===== src/hdl/anp_pkg.sv =====
// anp_pkg: types and constants shared by the ascii number parser modules
// holds the queue entry format, op kinds, base codes and character codes
// no dependencies
package anp_pkg;

    // what the back end does with one queued item
    typedef enum logic [1:0] {
        OP_DIGIT  = 2'd0,
        OP_PREFIX = 2'd1,
        OP_BAD    = 2'd2,
        OP_EMPTY  = 2'd3
    } t_op_kind;

    // one classified item as it travels from front to back
    typedef struct packed {
        t_op_kind    kind;
        logic        hex;
        logic [3:0]  digit;
        logic        last;
    } t_anp_op;

    // base select codes
    localparam logic [1:0] BASE_AUTO = 2'd0;
    localparam logic [1:0] BASE_DEC  = 2'd1;
    localparam logic [1:0] BASE_HEX  = 2'd2;
    localparam logic [1:0] BASE_BAD  = 2'd3;

    // character codes
    localparam logic [7:0] CH_ZERO  = 8'h30;
    localparam logic [7:0] CH_NINE  = 8'h39;
    localparam logic [7:0] CH_LOW_A = 8'h61;
    localparam logic [7:0] CH_LOW_F = 8'h66;
    localparam logic [7:0] CH_UP_A  = 8'h41;
    localparam logic [7:0] CH_UP_F  = 8'h46;
    localparam logic [7:0] CH_LOW_X = 8'h78;
    localparam logic [7:0] CH_UP_X  = 8'h58;

    // queue between front and back
    localparam int QUEUE_DEPTH = 2;

endpackage


===== src/hdl/anp_queue.sv =====
// anp_queue: small first-in first-out queue of classified items
// sits between anp_front and anp_back, depends on anp_pkg
module anp_queue (
    input  logic             i_clk,
    input  logic             i_rst_n,
    input  logic             i_push,
    input  anp_pkg::t_anp_op i_data,
    output logic             o_full,
    input  logic             i_pop,
    output anp_pkg::t_anp_op o_data,
    output logic             o_empty
);
    localparam int PTR_W = (anp_pkg::QUEUE_DEPTH > 1) ? $clog2(anp_pkg::QUEUE_DEPTH) : 1;
    localparam int CNT_W = $clog2(anp_pkg::QUEUE_DEPTH + 1);

    anp_pkg::t_anp_op r_mem [anp_pkg::QUEUE_DEPTH];
    logic [PTR_W-1:0] r_wr_ptr, n_wr_ptr;
    logic [PTR_W-1:0] r_rd_ptr, n_rd_ptr;
    logic [CNT_W-1:0] r_count, n_count;

    assign o_full  = (r_count == CNT_W'(anp_pkg::QUEUE_DEPTH));
    assign o_empty = (r_count == '0);
    assign o_data  = r_mem[r_rd_ptr];

    function automatic logic [PTR_W-1:0] ptr_inc(input logic [PTR_W-1:0] p);
        logic [PTR_W-1:0] r;
        if (p == PTR_W'(anp_pkg::QUEUE_DEPTH - 1)) begin
            r = '0;
        end else begin
            r = p + PTR_W'(1);
        end
        return r;
    endfunction

    always_comb begin
        n_wr_ptr = (i_push) ? ptr_inc(r_wr_ptr) : r_wr_ptr;
        n_rd_ptr = (i_pop)  ? ptr_inc(r_rd_ptr) : r_rd_ptr;
        n_count  = r_count + CNT_W'(i_push) - CNT_W'(i_pop);
    end

    always_ff @(posedge i_clk) begin
        if (!i_rst_n) begin
            r_wr_ptr <= '0;
            r_rd_ptr <= '0;
            r_count  <= '0;
        end else begin
            r_wr_ptr <= n_wr_ptr;
            r_rd_ptr <= n_rd_ptr;
            r_count  <= n_count;
        end
    end

    always_ff @(posedge i_clk) begin
        if (i_push) begin
            r_mem[r_wr_ptr] <= i_data;
        end
    end

endmodule


===== src/hdl/anp_front.sv =====
// anp_front: classifies each character into a queue entry
// tracks position, leading zero and hex mode; depends on anp_pkg
module anp_front (
    input  logic             i_clk,
    input  logic             i_rst_n,
    input  logic             i_push,
    input  logic [7:0]       i_char,
    input  logic             i_last,
    input  logic             i_empty,
    input  logic [1:0]       i_base,
    output anp_pkg::t_anp_op o_op
);
    logic [1:0] r_pos, n_pos;
    logic       r_first_zero, n_first_zero;
    logic       r_hex, n_hex;

    logic       w_hex_now;
    logic       w_prefix;
    logic       w_is_dec;
    logic       w_is_lo;
    logic       w_is_up;
    logic [3:0] w_digit;
    logic       w_valid_digit;

    // hex mode is latched from the base at the first character
    assign w_hex_now = (r_pos == 2'd0) ? (i_base == anp_pkg::BASE_HEX) : r_hex;

    assign w_prefix = (r_pos == 2'd1) && r_first_zero
                   && (i_char == anp_pkg::CH_LOW_X || i_char == anp_pkg::CH_UP_X)
                   && (i_base == anp_pkg::BASE_AUTO || i_base == anp_pkg::BASE_HEX);

    assign w_is_dec = (i_char >= anp_pkg::CH_ZERO)  && (i_char <= anp_pkg::CH_NINE);
    assign w_is_lo  = (i_char >= anp_pkg::CH_LOW_A) && (i_char <= anp_pkg::CH_LOW_F);
    assign w_is_up  = (i_char >= anp_pkg::CH_UP_A)  && (i_char <= anp_pkg::CH_UP_F);

    always_comb begin
        w_digit       = 4'd0;
        w_valid_digit = 1'b0;
        if (w_is_dec) begin
            w_digit       = 4'(i_char - anp_pkg::CH_ZERO);
            w_valid_digit = 1'b1;
        end else if (w_hex_now && w_is_lo) begin
            w_digit       = 4'(i_char - anp_pkg::CH_LOW_A + 8'd10);
            w_valid_digit = 1'b1;
        end else if (w_hex_now && w_is_up) begin
            w_digit       = 4'(i_char - anp_pkg::CH_UP_A + 8'd10);
            w_valid_digit = 1'b1;
        end
    end

    always_comb begin
        o_op.hex   = w_hex_now;
        o_op.digit = w_digit;
        o_op.last  = i_last;
        if (i_empty) begin
            o_op.kind = anp_pkg::OP_EMPTY;
        end else if (i_base == anp_pkg::BASE_BAD) begin
            o_op.kind = anp_pkg::OP_BAD;
        end else if (w_prefix) begin
            o_op.kind = anp_pkg::OP_PREFIX;
        end else if (w_valid_digit) begin
            o_op.kind = anp_pkg::OP_DIGIT;
        end else begin
            o_op.kind = anp_pkg::OP_BAD;
        end
    end

    always_comb begin
        n_pos        = r_pos;
        n_first_zero = r_first_zero;
        n_hex        = r_hex;
        if (i_push) begin
            if (i_empty || i_last) begin
                n_pos        = 2'd0;
                n_first_zero = 1'b0;
                n_hex        = 1'b0;
            end else begin
                if (r_pos != 2'd2) begin
                    n_pos = r_pos + 2'd1;
                end
                if (r_pos == 2'd0) begin
                    n_first_zero = (i_char == anp_pkg::CH_ZERO);
                end
                n_hex = w_hex_now || (w_prefix && i_base != anp_pkg::BASE_BAD);
            end
        end
    end

    always_ff @(posedge i_clk) begin
        if (!i_rst_n) begin
            r_pos        <= 2'd0;
            r_first_zero <= 1'b0;
            r_hex        <= 1'b0;
        end else begin
            r_pos        <= n_pos;
            r_first_zero <= n_first_zero;
            r_hex        <= n_hex;
        end
    end

endmodule


===== src/hdl/anp_back.sv =====
// anp_back: accumulates queued digits and holds the result register
// applies one queue entry per cycle unless a finishing entry waits for a free result slot; depends on anp_pkg
module anp_back #(
    parameter int VALUE_WIDTH = 64
) (
    input  logic                   i_clk,
    input  logic                   i_rst_n,
    input  anp_pkg::t_anp_op       i_op,
    input  logic                   i_op_valid,
    output logic                   o_pop,
    output logic [VALUE_WIDTH-1:0] o_value,
    output logic                   o_error,
    output logic                   o_valid,
    input  logic                   i_ready
);
    logic [VALUE_WIDTH-1:0] r_acc, n_acc;
    logic                   r_digit_seen, n_digit_seen;
    logic                   r_err_seen, n_err_seen;
    logic                   r_out_valid, n_out_valid;
    logic [VALUE_WIDTH-1:0] r_out_value, n_out_value;
    logic                   r_out_err, n_out_err;

    logic                   w_produces;
    logic                   w_slot_free;
    logic [VALUE_WIDTH-1:0] w_digit_ext;
    logic [VALUE_WIDTH-1:0] w_scaled;
    logic                   w_fail;

    assign w_produces  = i_op.last || (i_op.kind == anp_pkg::OP_EMPTY);
    assign w_slot_free = !r_out_valid || i_ready;
    assign o_pop       = i_op_valid && (!w_produces || w_slot_free);
    assign w_digit_ext = VALUE_WIDTH'(i_op.digit);

    // times sixteen is a shift, times ten is 8x plus 2x
    assign w_scaled = i_op.hex ? (r_acc << 4) : ((r_acc << 3) + (r_acc << 1));

    always_comb begin
        n_acc        = r_acc;
        n_digit_seen = r_digit_seen;
        n_err_seen   = r_err_seen;
        case (i_op.kind)
            anp_pkg::OP_DIGIT: begin
                n_acc        = w_scaled + w_digit_ext;
                n_digit_seen = 1'b1;
            end
            anp_pkg::OP_PREFIX: begin
                n_acc        = '0;
                n_digit_seen = 1'b0;
            end
            anp_pkg::OP_BAD: begin
                n_err_seen = 1'b1;
            end
            anp_pkg::OP_EMPTY: begin
                n_err_seen = 1'b1;
            end
            default: begin
                n_err_seen = 1'b1;
            end
        endcase
    end

    assign w_fail = (i_op.kind == anp_pkg::OP_EMPTY) || n_err_seen || !n_digit_seen;

    always_comb begin
        n_out_valid = r_out_valid && !i_ready;
        n_out_value = r_out_value;
        n_out_err   = r_out_err;
        if (o_pop && w_produces) begin
            n_out_valid = 1'b1;
            n_out_value = w_fail ? '0 : n_acc;
            n_out_err   = w_fail;
        end
    end

    always_ff @(posedge i_clk) begin
        if (!i_rst_n) begin
            r_acc        <= '0;
            r_digit_seen <= 1'b0;
            r_err_seen   <= 1'b0;
            r_out_valid  <= 1'b0;
        end else begin
            r_out_valid <= n_out_valid;
            if (o_pop) begin
                if (w_produces) begin
                    r_acc        <= '0;
                    r_digit_seen <= 1'b0;
                    r_err_seen   <= 1'b0;
                end else begin
                    r_acc        <= n_acc;
                    r_digit_seen <= n_digit_seen;
                    r_err_seen   <= n_err_seen;
                end
            end
        end
    end

    always_ff @(posedge i_clk) begin
        r_out_value <= n_out_value;
        r_out_err   <= n_out_err;
    end

    assign o_value = r_out_value;
    assign o_error = r_out_err;
    assign o_valid = r_out_valid;

endmodule


===== src/hdl/ascii_number_parser.sv =====
// ascii_number_parser: an accepted last or empty item goes through the queue to the result register
// throughput is one character per cycle while the queue is not full, set by the shift-add accumulator
// the two-entry queue lets the front keep taking items while the result register is stalled
// reset (i_rst_n low, synchronous) clears string state, queue, result valid and base to automatic
// depends on anp_pkg, anp_queue, anp_front and anp_back
module ascii_number_parser #(
    parameter int VALUE_WIDTH = 64
) (
    input  logic                                 i_clk,
    input  logic                                 i_rst_n,
    // characters in
    input  logic                                 i_tvalid,
    output logic                                 o_tready,
    input  logic [7:0]                           i_tdata,  // char_code
    input  logic                                 i_tlast,  // last_char
    input  logic                                 i_tuser,  // empty_string
    // results out
    output logic                                 o_tvalid,
    input  logic                                 i_tready,
    output logic [((VALUE_WIDTH+7)/8)*8-1:0]     o_tdata,  // parsed_value, zero pad
    output logic                                 o_tuser,  // parse_error
    // base select register write
    input  logic                                 i_cfg_valid,
    output logic                                 o_cfg_ready,
    input  logic [1:0]                           i_cfg_data   // base_select
);
    localparam int TDATA_W = ((VALUE_WIDTH + 7) / 8) * 8;

    logic [1:0]             r_base;
    logic                   w_accept;
    logic                   w_q_full;
    logic                   w_q_empty;
    logic                   w_pop;
    anp_pkg::t_anp_op       w_front_op;
    anp_pkg::t_anp_op       w_head_op;
    logic [VALUE_WIDTH-1:0] w_value;

    // config register is always writable; user must write it only while idle (not enforced)
    assign o_cfg_ready = 1'b1;

    always_ff @(posedge i_clk) begin
        if (!i_rst_n) begin
            r_base <= anp_pkg::BASE_AUTO;
        end else if (i_cfg_valid) begin
            r_base <= i_cfg_data;
        end
    end

    // input side stalls only on a full queue
    assign o_tready = !w_q_full;
    assign w_accept = i_tvalid && o_tready;

    // front: position tracking, prefix detection, digit decode
    anp_front u_front (
        .i_clk   (i_clk),
        .i_rst_n (i_rst_n),
        .i_push  (w_accept),
        .i_char  (i_tdata),
        .i_last  (i_tlast),
        .i_empty (i_tuser),
        .i_base  (r_base),
        .o_op    (w_front_op)
    );

    // decoupling queue between classification and accumulation
    anp_queue u_queue (
        .i_clk   (i_clk),
        .i_rst_n (i_rst_n),
        .i_push  (w_accept),
        .i_data  (w_front_op),
        .o_full  (w_q_full),
        .i_pop   (w_pop),
        .o_data  (w_head_op),
        .o_empty (w_q_empty)
    );

    // back: accumulator and result register
    anp_back #(
        .VALUE_WIDTH (VALUE_WIDTH)
    ) u_back (
        .i_clk      (i_clk),
        .i_rst_n    (i_rst_n),
        .i_op       (w_head_op),
        .i_op_valid (!w_q_empty),
        .o_pop      (w_pop),
        .o_value    (w_value),
        .o_error    (o_tuser),
        .o_valid    (o_tvalid),
        .i_ready    (i_tready)
    );

    assign o_tdata = TDATA_W'(w_value);

    // an error result always carries a zero value
    a_err_zero: assert property (@(posedge i_clk) disable iff (!i_rst_n)
        (o_tvalid && o_tuser) |-> (w_value == '0))
        else $error("error result with nonzero value");

    // the queue cannot be full and empty at once
    a_queue_sane: assert property (@(posedge i_clk) disable iff (!i_rst_n)
        !(w_q_full && w_q_empty))
        else $error("queue full and empty together");

    // nothing is popped from an empty queue
    a_no_pop_empty: assert property (@(posedge i_clk) disable iff (!i_rst_n)
        w_q_empty |-> !w_pop)
        else $error("pop from empty queue");

    // reset leaves no result pending
    a_reset_clear: assert property (@(posedge i_clk)
        !i_rst_n |=> !o_tvalid)
        else $error("result valid after reset");

endmodule


===== config.mk =====
export PLATFORM = sky130hd
export DESIGN_NAME = ascii_number_parser
export DESIGN_NICKNAME = d
export VERILOG_FILES = /design/src/hdl/anp_pkg.sv /design/src/hdl/anp_queue.sv /design/src/hdl/anp_front.sv /design/src/hdl/anp_back.sv /design/src/hdl/ascii_number_parser.sv
export SDC_FILE = /design/constraint.sdc
export NUM_CORES = 1
export LEC_CHECK = 0
export BUFFER_PORTS_ARGS = -buffer_cell sky130_fd_sc_hd__buf_4
export CORE_ASPECT_RATIO = 0.8
export CORE_MARGIN = 1
export CORE_UTILIZATION = 45
export CTS_BUF_LIST = sky130_fd_sc_hd__clkbuf_4
export DETAILED_ROUTE_END_ITERATION = 10
export HOLD_SLACK_MARGIN = 0.03
export PLACE_DENSITY = 0.69
export SLEW_MARGIN = 20
export SYNTH_ARGS = -nofsm -noshare
export SYNTH_HDL_FRONTEND = slang
export SYNTH_HIERARCHICAL = 1
export SYNTH_SLANG_ARGS = --single-unit

===== constraint.sdc =====
create_clock -name i_clk -period 6.4 [get_ports i_clk]
set_clock_uncertainty 0.15 [all_clocks]
set_input_delay 0.64 -clock i_clk [delete_from_list [all_inputs] [get_ports i_clk]]
set_output_delay 0.64 -clock i_clk [all_outputs]
set_load 0.01 [all_outputs]

=== Yosys cells after proc, flatten, opt, wreduce, memory -nomap -nowiden ===
Memories as Yosys holds them, arrays and structs flattened. A register that Yosys moved wholly into a read port is not among the register bits.
Index checks and enable logic that the tools add are counted.

* Add/subtract/negate cells: 12
* Order comparisons: 6
* Equal/unequal tests: 12
* Muxes and demuxes: 30
* Reduce and logical (&&, ||, !) cells: 37

{| class="wikitable"
|+ Operators with widths
! cell !! number
|-
| 2-to-1 mux 64 bit || 2
|-
| case mux 64 bit (2 select lines) || 1
|-
| adder 64 x 4 -> 64 bit || 1
|-
| adder 64 bit || 1
|-
| 2-to-1 mux 1 bit || 17
|-
| equality test 8 x 7 -> 1 bit (second input constant) || 2
|-
| >= comparator 8 x 7 -> 1 bit (second input constant) || 2
|-
| less-or-equal comparator 8 x 7 -> 1 bit (second input constant) || 2
|-
| logical AND 1 bit || 13
|-
| 2-to-1 mux 2 bit || 6
|-
| 2-to-1 mux 4 bit || 3
|-
| subtractor 4 x 1 -> 4 bit (second input constant) || 3
|-
| equality test 2 bit (second input constant) || 5
|-
| logical OR 1 bit || 9
|-
| adder 4 bit (second input constant) || 2
|-
| equality test 8 x 6 -> 1 bit (second input constant) || 1
|-
| >= comparator 8 x 6 -> 1 bit (second input constant) || 1
|-
| less-or-equal comparator 8 x 6 -> 1 bit (second input constant) || 1
|-
| zero test 2 bit || 4
|-
| zero test 1 bit || 6
|-
| equality test 2 x 1 -> 1 bit (second input constant) || 2
|-
| != test 2 bit (second input constant) || 2
|-
| AND reduction 2 bit || 2
|-
| nonzero test 2 bit || 2
|-
| 6 further kinds || 7
|}

* Bits in registers: 142
* Bits in writable memories: 16
* Input bits: 17
* Output and inout bits: 68
* Logic and storage cells: 111
* Memories kept: 1

{| class="wikitable"
|+ Memories
! name !! words !! bits a word !! read ports !! clocked after memory_dff !! wr ports !! line !! RTL
|-
| u_queue.r_mem || 2 || 8 || 1 || 1 || 1 || anp_queue.sv:16 || <nowiki>anp_pkg::t_anp_op r_mem [anp_pkg::QUEUE_DEPTH];</nowiki>
|}

=== Longest topological paths before layout ===
* Depth in word-level cells: 10
* Depth in mapped cells: 28
* Gate-level depth less buffers: 15

=== Hierarchy ===
Netlist, hierarchy kept.

{| class="wikitable"
|+ By module, submodules not included
! module !! instances !! cells an instance !! area each (um2) !! seq. area each (um2)
|-
| anp_back || 1 || 1462 || 11534.8 || 3253.1
|-
| anp_queue || 1 || 46 || 800.8 || 580.6
|-
| anp_front || 1 || 57 || 506.7 || 80.1
|-
| ascii_number_parser || 1 || 11 || 97.6 || 40.0
|}

=== Worst setup path before layout ===
OpenSTA, ideal clock, no wires.

* Path kind: register -> register
* Start point: register (tool-made name)
* End point: register u_back.r_out_value[41], in the netlist u_back/o_value[41] (data pin)
* Library setup time: 0.266 ns
* Data arrival time: 6.485 ns
* Required time: 5.984 ns
* Path slack: -0.501 ns
* Stages on the path, launching flop included: 28
* Path buffers: 13
* Period minus slack after synthesis: 6.901 ns
* Path through: dfxtp_1 > buf_2 > mux2_2 > buf_2 > buf_2 > buf_2 > buf_2 > buf_2 > buf_1 > clkbuf_1 > buf_1 > clkbuf_1 > clkbuf_1 > nor2b_1 > ha_1 > a21oi_1 > or3_1 > nor2_1 > nor4b_2 > or3b_1 > or4b_1 > clkbuf_1 > or2_1 > buf_2 > nor2_2 > or4b_1 > xnor2_1 > nor2_1

{| class="wikitable"
|+ RTL lines
! what !! line !! RTL
|-
| end signal: assignment || anp_back.sv:98 || <nowiki>r_out_value <= n_out_value;</nowiki>
|-
| end: declaration || anp_back.sv:20 || <nowiki>logic [VALUE_WIDTH-1:0] r_out_value, n_out_value;</nowiki>
|}

=== Final worst setup path ===
* Start point: register u_back.r_acc[8]
* End point: register u_back.r_out_value[63], in the netlist u_back/o_value[63] (data pin)

* Word-level cells in the longest chain between the ends: 4

{| class="wikitable"
|+ RTL lines
! what !! line !! RTL
|-
| start: declaration || anp_back.sv:16 || <nowiki>logic [VALUE_WIDTH-1:0] r_acc, n_acc;</nowiki>
|-
| start signal: assignment || anp_back.sv:89 || <nowiki>r_acc <= n_acc;</nowiki>
|-
| adder 64 bit || anp_back.sv:35 || <nowiki>assign w_scaled = i_op.hex ? (r_acc << 4) : ((r_acc << 3) + (r_acc << 1));</nowiki>
|-
| 2-to-1 mux 64 bit (*) || anp_back.sv:35 ||
|-
| adder 64 x 4 -> 64 bit (*) || anp_back.sv:43 || <nowiki>n_acc = w_scaled + w_digit_ext;</nowiki>
|-
| case mux 64 bit (2 select lines) (*) || anp_back.sv:41 || <nowiki>case (i_op.kind)</nowiki>
|}

Every way passes the cells marked *; elsewhere a longest branch is shown, timed or not.
A chain may end at the register's enable or synchronous reset.

==> flow_summary_export.csv <==
group,metric,value,unit
logic_synthesis,yosys_warnings,6,
timing,worst_pin_slew,1140,ps
timing,slew_headroom,0.224,
power_and_ir_drop,leakagePower,5.11,nW
critical_path,crit_start,"u_back/r_acc[8]$_SDFFE_PN0P_",
power_and_ir_drop,peakVddDrop,0.224,mV
floorplanning,dieArea,29400,sq um
global_routing,antenna_found_initial,1,
clocking,cts_buffer_depth,2,
critical_path,start_kind,"register",
cells_and_area,syn_to_final_growth,9.13,%
global_routing,groute.usage.overall,0.273,
timing,hold_viol_final,0,
place,gp_congestion,0.965,
detailed_routing,drt_wl_total,40400,um
clocking,clk_latency,560,ps
floorplanning,die_w,192,um
cells_and_area,drive_above_1_share,0.114,
logic_synthesis,ys_ff_latch,157,
logic_synthesis,syn_area,12900,sq um
timing,clock.fmax,180,MHz
floorplanning,row_count,55,
timing,rsz0062_at_grt,"false",
power_and_ir_drop,p_seq_frac,0.430,
power_and_ir_drop,switchingPower,1.21,mW
cells_and_area,final_util,0.499,
clocking,htree_levels,4,
timing,drv_slew,0,
min_path,hold_class,"input pin to register",
cells_and_area,final_common_cell,"nand2_1",
logic_synthesis,synth.distinct_cells,102,
clocking,ctsHoldBuffers,0,
clocking,cts_tree,"yes",
clocking,clkSlewWorstSetupHoldPaths,150,ps
place,place_worst_setup_slack,1040,ps
logic_synthesis,seq_area_frac_synth,0.306,
cells_and_area,nets,1695,
logic_synthesis,mappedNetlistNets,1666,
critical_path,path_max_fanout,10,
floorplanning,die-height,154,um
timing,whs,160,ps
detailed_routing,via_per_inst,6.32,
global_routing,grt_pass1_vias,11000,
critical_path,arrival,5730,ps
detailed_routing,drt_iter0_drc,1677,
cells_and_area,multi_input_area,8540,sq um
min_path,hp-start,"i_tlast",
clocking,cts_setup_buffers,0,
power_and_ir_drop,swShare,0.379,
floorplanning,core-area,28300,sq um
logic_synthesis,synth_cells,1576,
detailed_routing,route.detailed.drc,0,
cells_and_area,seq_area,3950,sq um
detailed_routing,drt-wirelength-per-cell,20.3,um
detailed_routing,met3_length,4650,um
power_and_ir_drop,power.internal,1.98,mW
floorplanning,start_util,0.458,
place,portBuffers,83,
detailed_routing,first_pass_iters,6,
critical_path,crit_path_end_kind,"register",
timing,setup_slack,830,ps
timing,fin_crit,5570,ps
clocking,root_buffer,"clkbuf_4",
detailed_routing,wl_met2,15000,um
detailed_routing,ant_nets,0,
critical_path,crit_type,"register to register",
global_routing,grt_pass1_wl,63200,um
power_and_ir_drop,fin_total_pwr,3.18,mW
place,hpwl,31500,um
logic_synthesis,ys.flop_type,"edfxtp_1",
detailed_routing,m1WireLength,20500,um
critical_path,r2r_end,"u_back/o_value[63]$_SDFFCE_PP0P_",
clocking,numCtsBuffers,17,
global_routing,overflow,0,
cells_and_area,mostFrequentLayoutCells,"nand2_1 (173), nor2_1 (127), o21ai_0 (115)",
critical_path,crit_required,6560,ps
critical_path,reg2reg_depth,13,
power_and_ir_drop,p_per_area,225,nW/um^2
timing,finalSetupViolCount,0,
detailed_routing,via_count,12600,
critical_path,r2r_setup_slack,830,ps
clocking,cts_sinks,157,
power_and_ir_drop,power_frac_clock,0.218,
power_and_ir_drop,comb_power_share,0.353,
critical_path,cp-endpoint,"u_back/o_value[63]$_SDFFCE_PP0P_",
critical_path,reg2reg_from,"u_back/r_acc[8]$_SDFFE_PN0P_",
logic_synthesis,synth_edf_count,81,
cells_and_area,fillers,2661,
timing,period_share,0.870,
timing,setup-tns-final,0,ps
detailed_routing,dr.max_layer_used,"met4",
floorplanning,io_pins,85,
clocking,cts_resized,0,
run,maxCapViolCount,0,
global_routing,grt_max_degree,67,
logic_synthesis,avgSynthCellArea,8.21,sq um
logic_synthesis,synthArstFlopShare,0,
run_status,status,"finished clean",
-- metal layers --
| layer | up-vias | global-route usage |
|---|---|---|
| met4 | 0 | 0.0427 |
| li1 | 5966 | - |
| met2 | 600 | 0.340 |
| met5 | - | 0 |
| met1 | 5998 | 0.460 |
| met3 | 15 | 0.0616 |
-- stage by stage --
stage          cell area (sq um)  cells
4_1_cts                    14100   1988
3_3_place_gp               13800   1956
6_report                   14100   1989
5_1_grt                    14100   1989
2_1_floorplan              13000   1576
3_5_place_dp               13800   1956
-- power groups by stage --
stage          logic, mW  registers [mW]  clock network, mW
2_1_floorplan      0.595            1.46                  0
3_3_place_gp        1.09            1.39                  0
3_5_place_dp        1.11            1.39                  0
4_1_cts             1.11            1.37              0.711
5_1_grt             1.21            1.39              0.748
6_report            1.12            1.37              0.693
-- worst min-delay path by stage --
stage | endpoint | slack [ps] | cells after the start
4_1_cts | u_queue/r_mem[1][0]$_DFFE_PP_ | 100 | 1
5_1_grt | u_queue/r_mem[1][0]$_DFFE_PP_ | 100 | 1
3_5_place_dp | u_back/r_acc[62]$_SDFFE_PN0P_ | 330 | 2
2_1_floorplan | u_back/r_acc[61]$_SDFFE_PN0P_ | 280 | 2
3_3_place_gp | u_back/r_acc[61]$_SDFFE_PN0P_ | 310 | 2
6_report | u_queue/r_mem[1][0]$_DFFE_PP_ | 160 | 1
-- layout make-up --
cell class | count | share of cell area
diodes | 1 | 0.000177
clock buffers | 17 | 0.00904
clock inverters | 15 | 0.0142
inverters | 31 | 0.00824
multi-input cells | 1302 | 0.605
flip-flops and latches | 157 | 0.280
well taps | 370 | 0.0328
repair buffers | 96 | 0.0510
-- critical path: stages, from the launching register on --
cell	delay (ps)
dfxtp_1	470
ha_1	380
a21oi_1	350
o22ai_1	200
a211o_1	350
a221oi_1	830
nand4_1	290
nor4bb_1	390
or4b_1	640
or2_1	420
nor4_4	370
and4bb_2	290
nand3_1	90
mux2i_1	130
-- cell families (layout without fill, tap and decap cells) --
group                      count (synthesis)  count (layout)  synth area share
other                                      1               2          0.000290
muxes                                     33              33            0.0269
AOI/OAI and AO/OA                        453             453             0.235
adders and majority gates                 73              73            0.0717
and+or+nand+nor                          664             664             0.270
DFF                                      157             157             0.306
xor gates and xnor gates                  78              78            0.0539
buffers and inverters                    117             159            0.0368
-- synthesized netlist by cell type (6+ instances only) --
master	instances	share of area
nand3b_1	9	0.0052
nor3b_1	6	0.0035
o21ai_1	11	0.0043
a22o_1	7	0.0047
o31ai_1	12	0.0070
buf_2	11	0.0043
nor2b_1	65	0.031
a31oi_1	15	0.0073
and4_1	6	0.0041
a211oi_1	13	0.0075
xnor2_1	38	0.026
a2111oi_0	8	0.0054
nand2b_1	12	0.0058
nor4_1	28	0.014
o211ai_1	17	0.0099
inv_1	31	0.0090
o31a_1	8	0.0054
a221oi_1	6	0.0041
a21oi_1	90	0.035
a22oi_1	30	0.017
mux2i_1	19	0.015
a21o_1	24	0.014
clkbuf_1	64	0.019
edfxtp_1	81	0.19
ha_1	71	0.069
nor2_1	128	0.037
a2bb2oi_1	8	0.0054
or3_1	16	0.0077
o21ai_0	115	0.044
nor3_1	40	0.015
dfxtp_1	76	0.12
and3_1	17	0.0082
and2_1	39	0.019
nand3_1	36	0.014
or4_1	8	0.0046
xor2_1	39	0.026
or2_2	6	0.0029
o21bai_1	12	0.0070
nand4_1	37	0.018
mux2_2	14	0.012
o21a_1	11	0.0064
nand2_1	173	0.050
-- registers in the layout (all words and copies together) (netlist names), named ones only --
name,count
r_base,2
u_back/o_error,1
u_back/o_valid,1
u_back/o_value,64
u_back/r_acc,63
u_back/r_err_seen,1
u_front/r_first_zero,1
u_front/r_hex,1
u_front/r_pos,2
u_queue/r_count,2
u_queue/r_mem,16
u_queue/r_rd_ptr,1
u_queue/r_wr_ptr,1
Note: power is estimated with default switching activity, not from simulation.
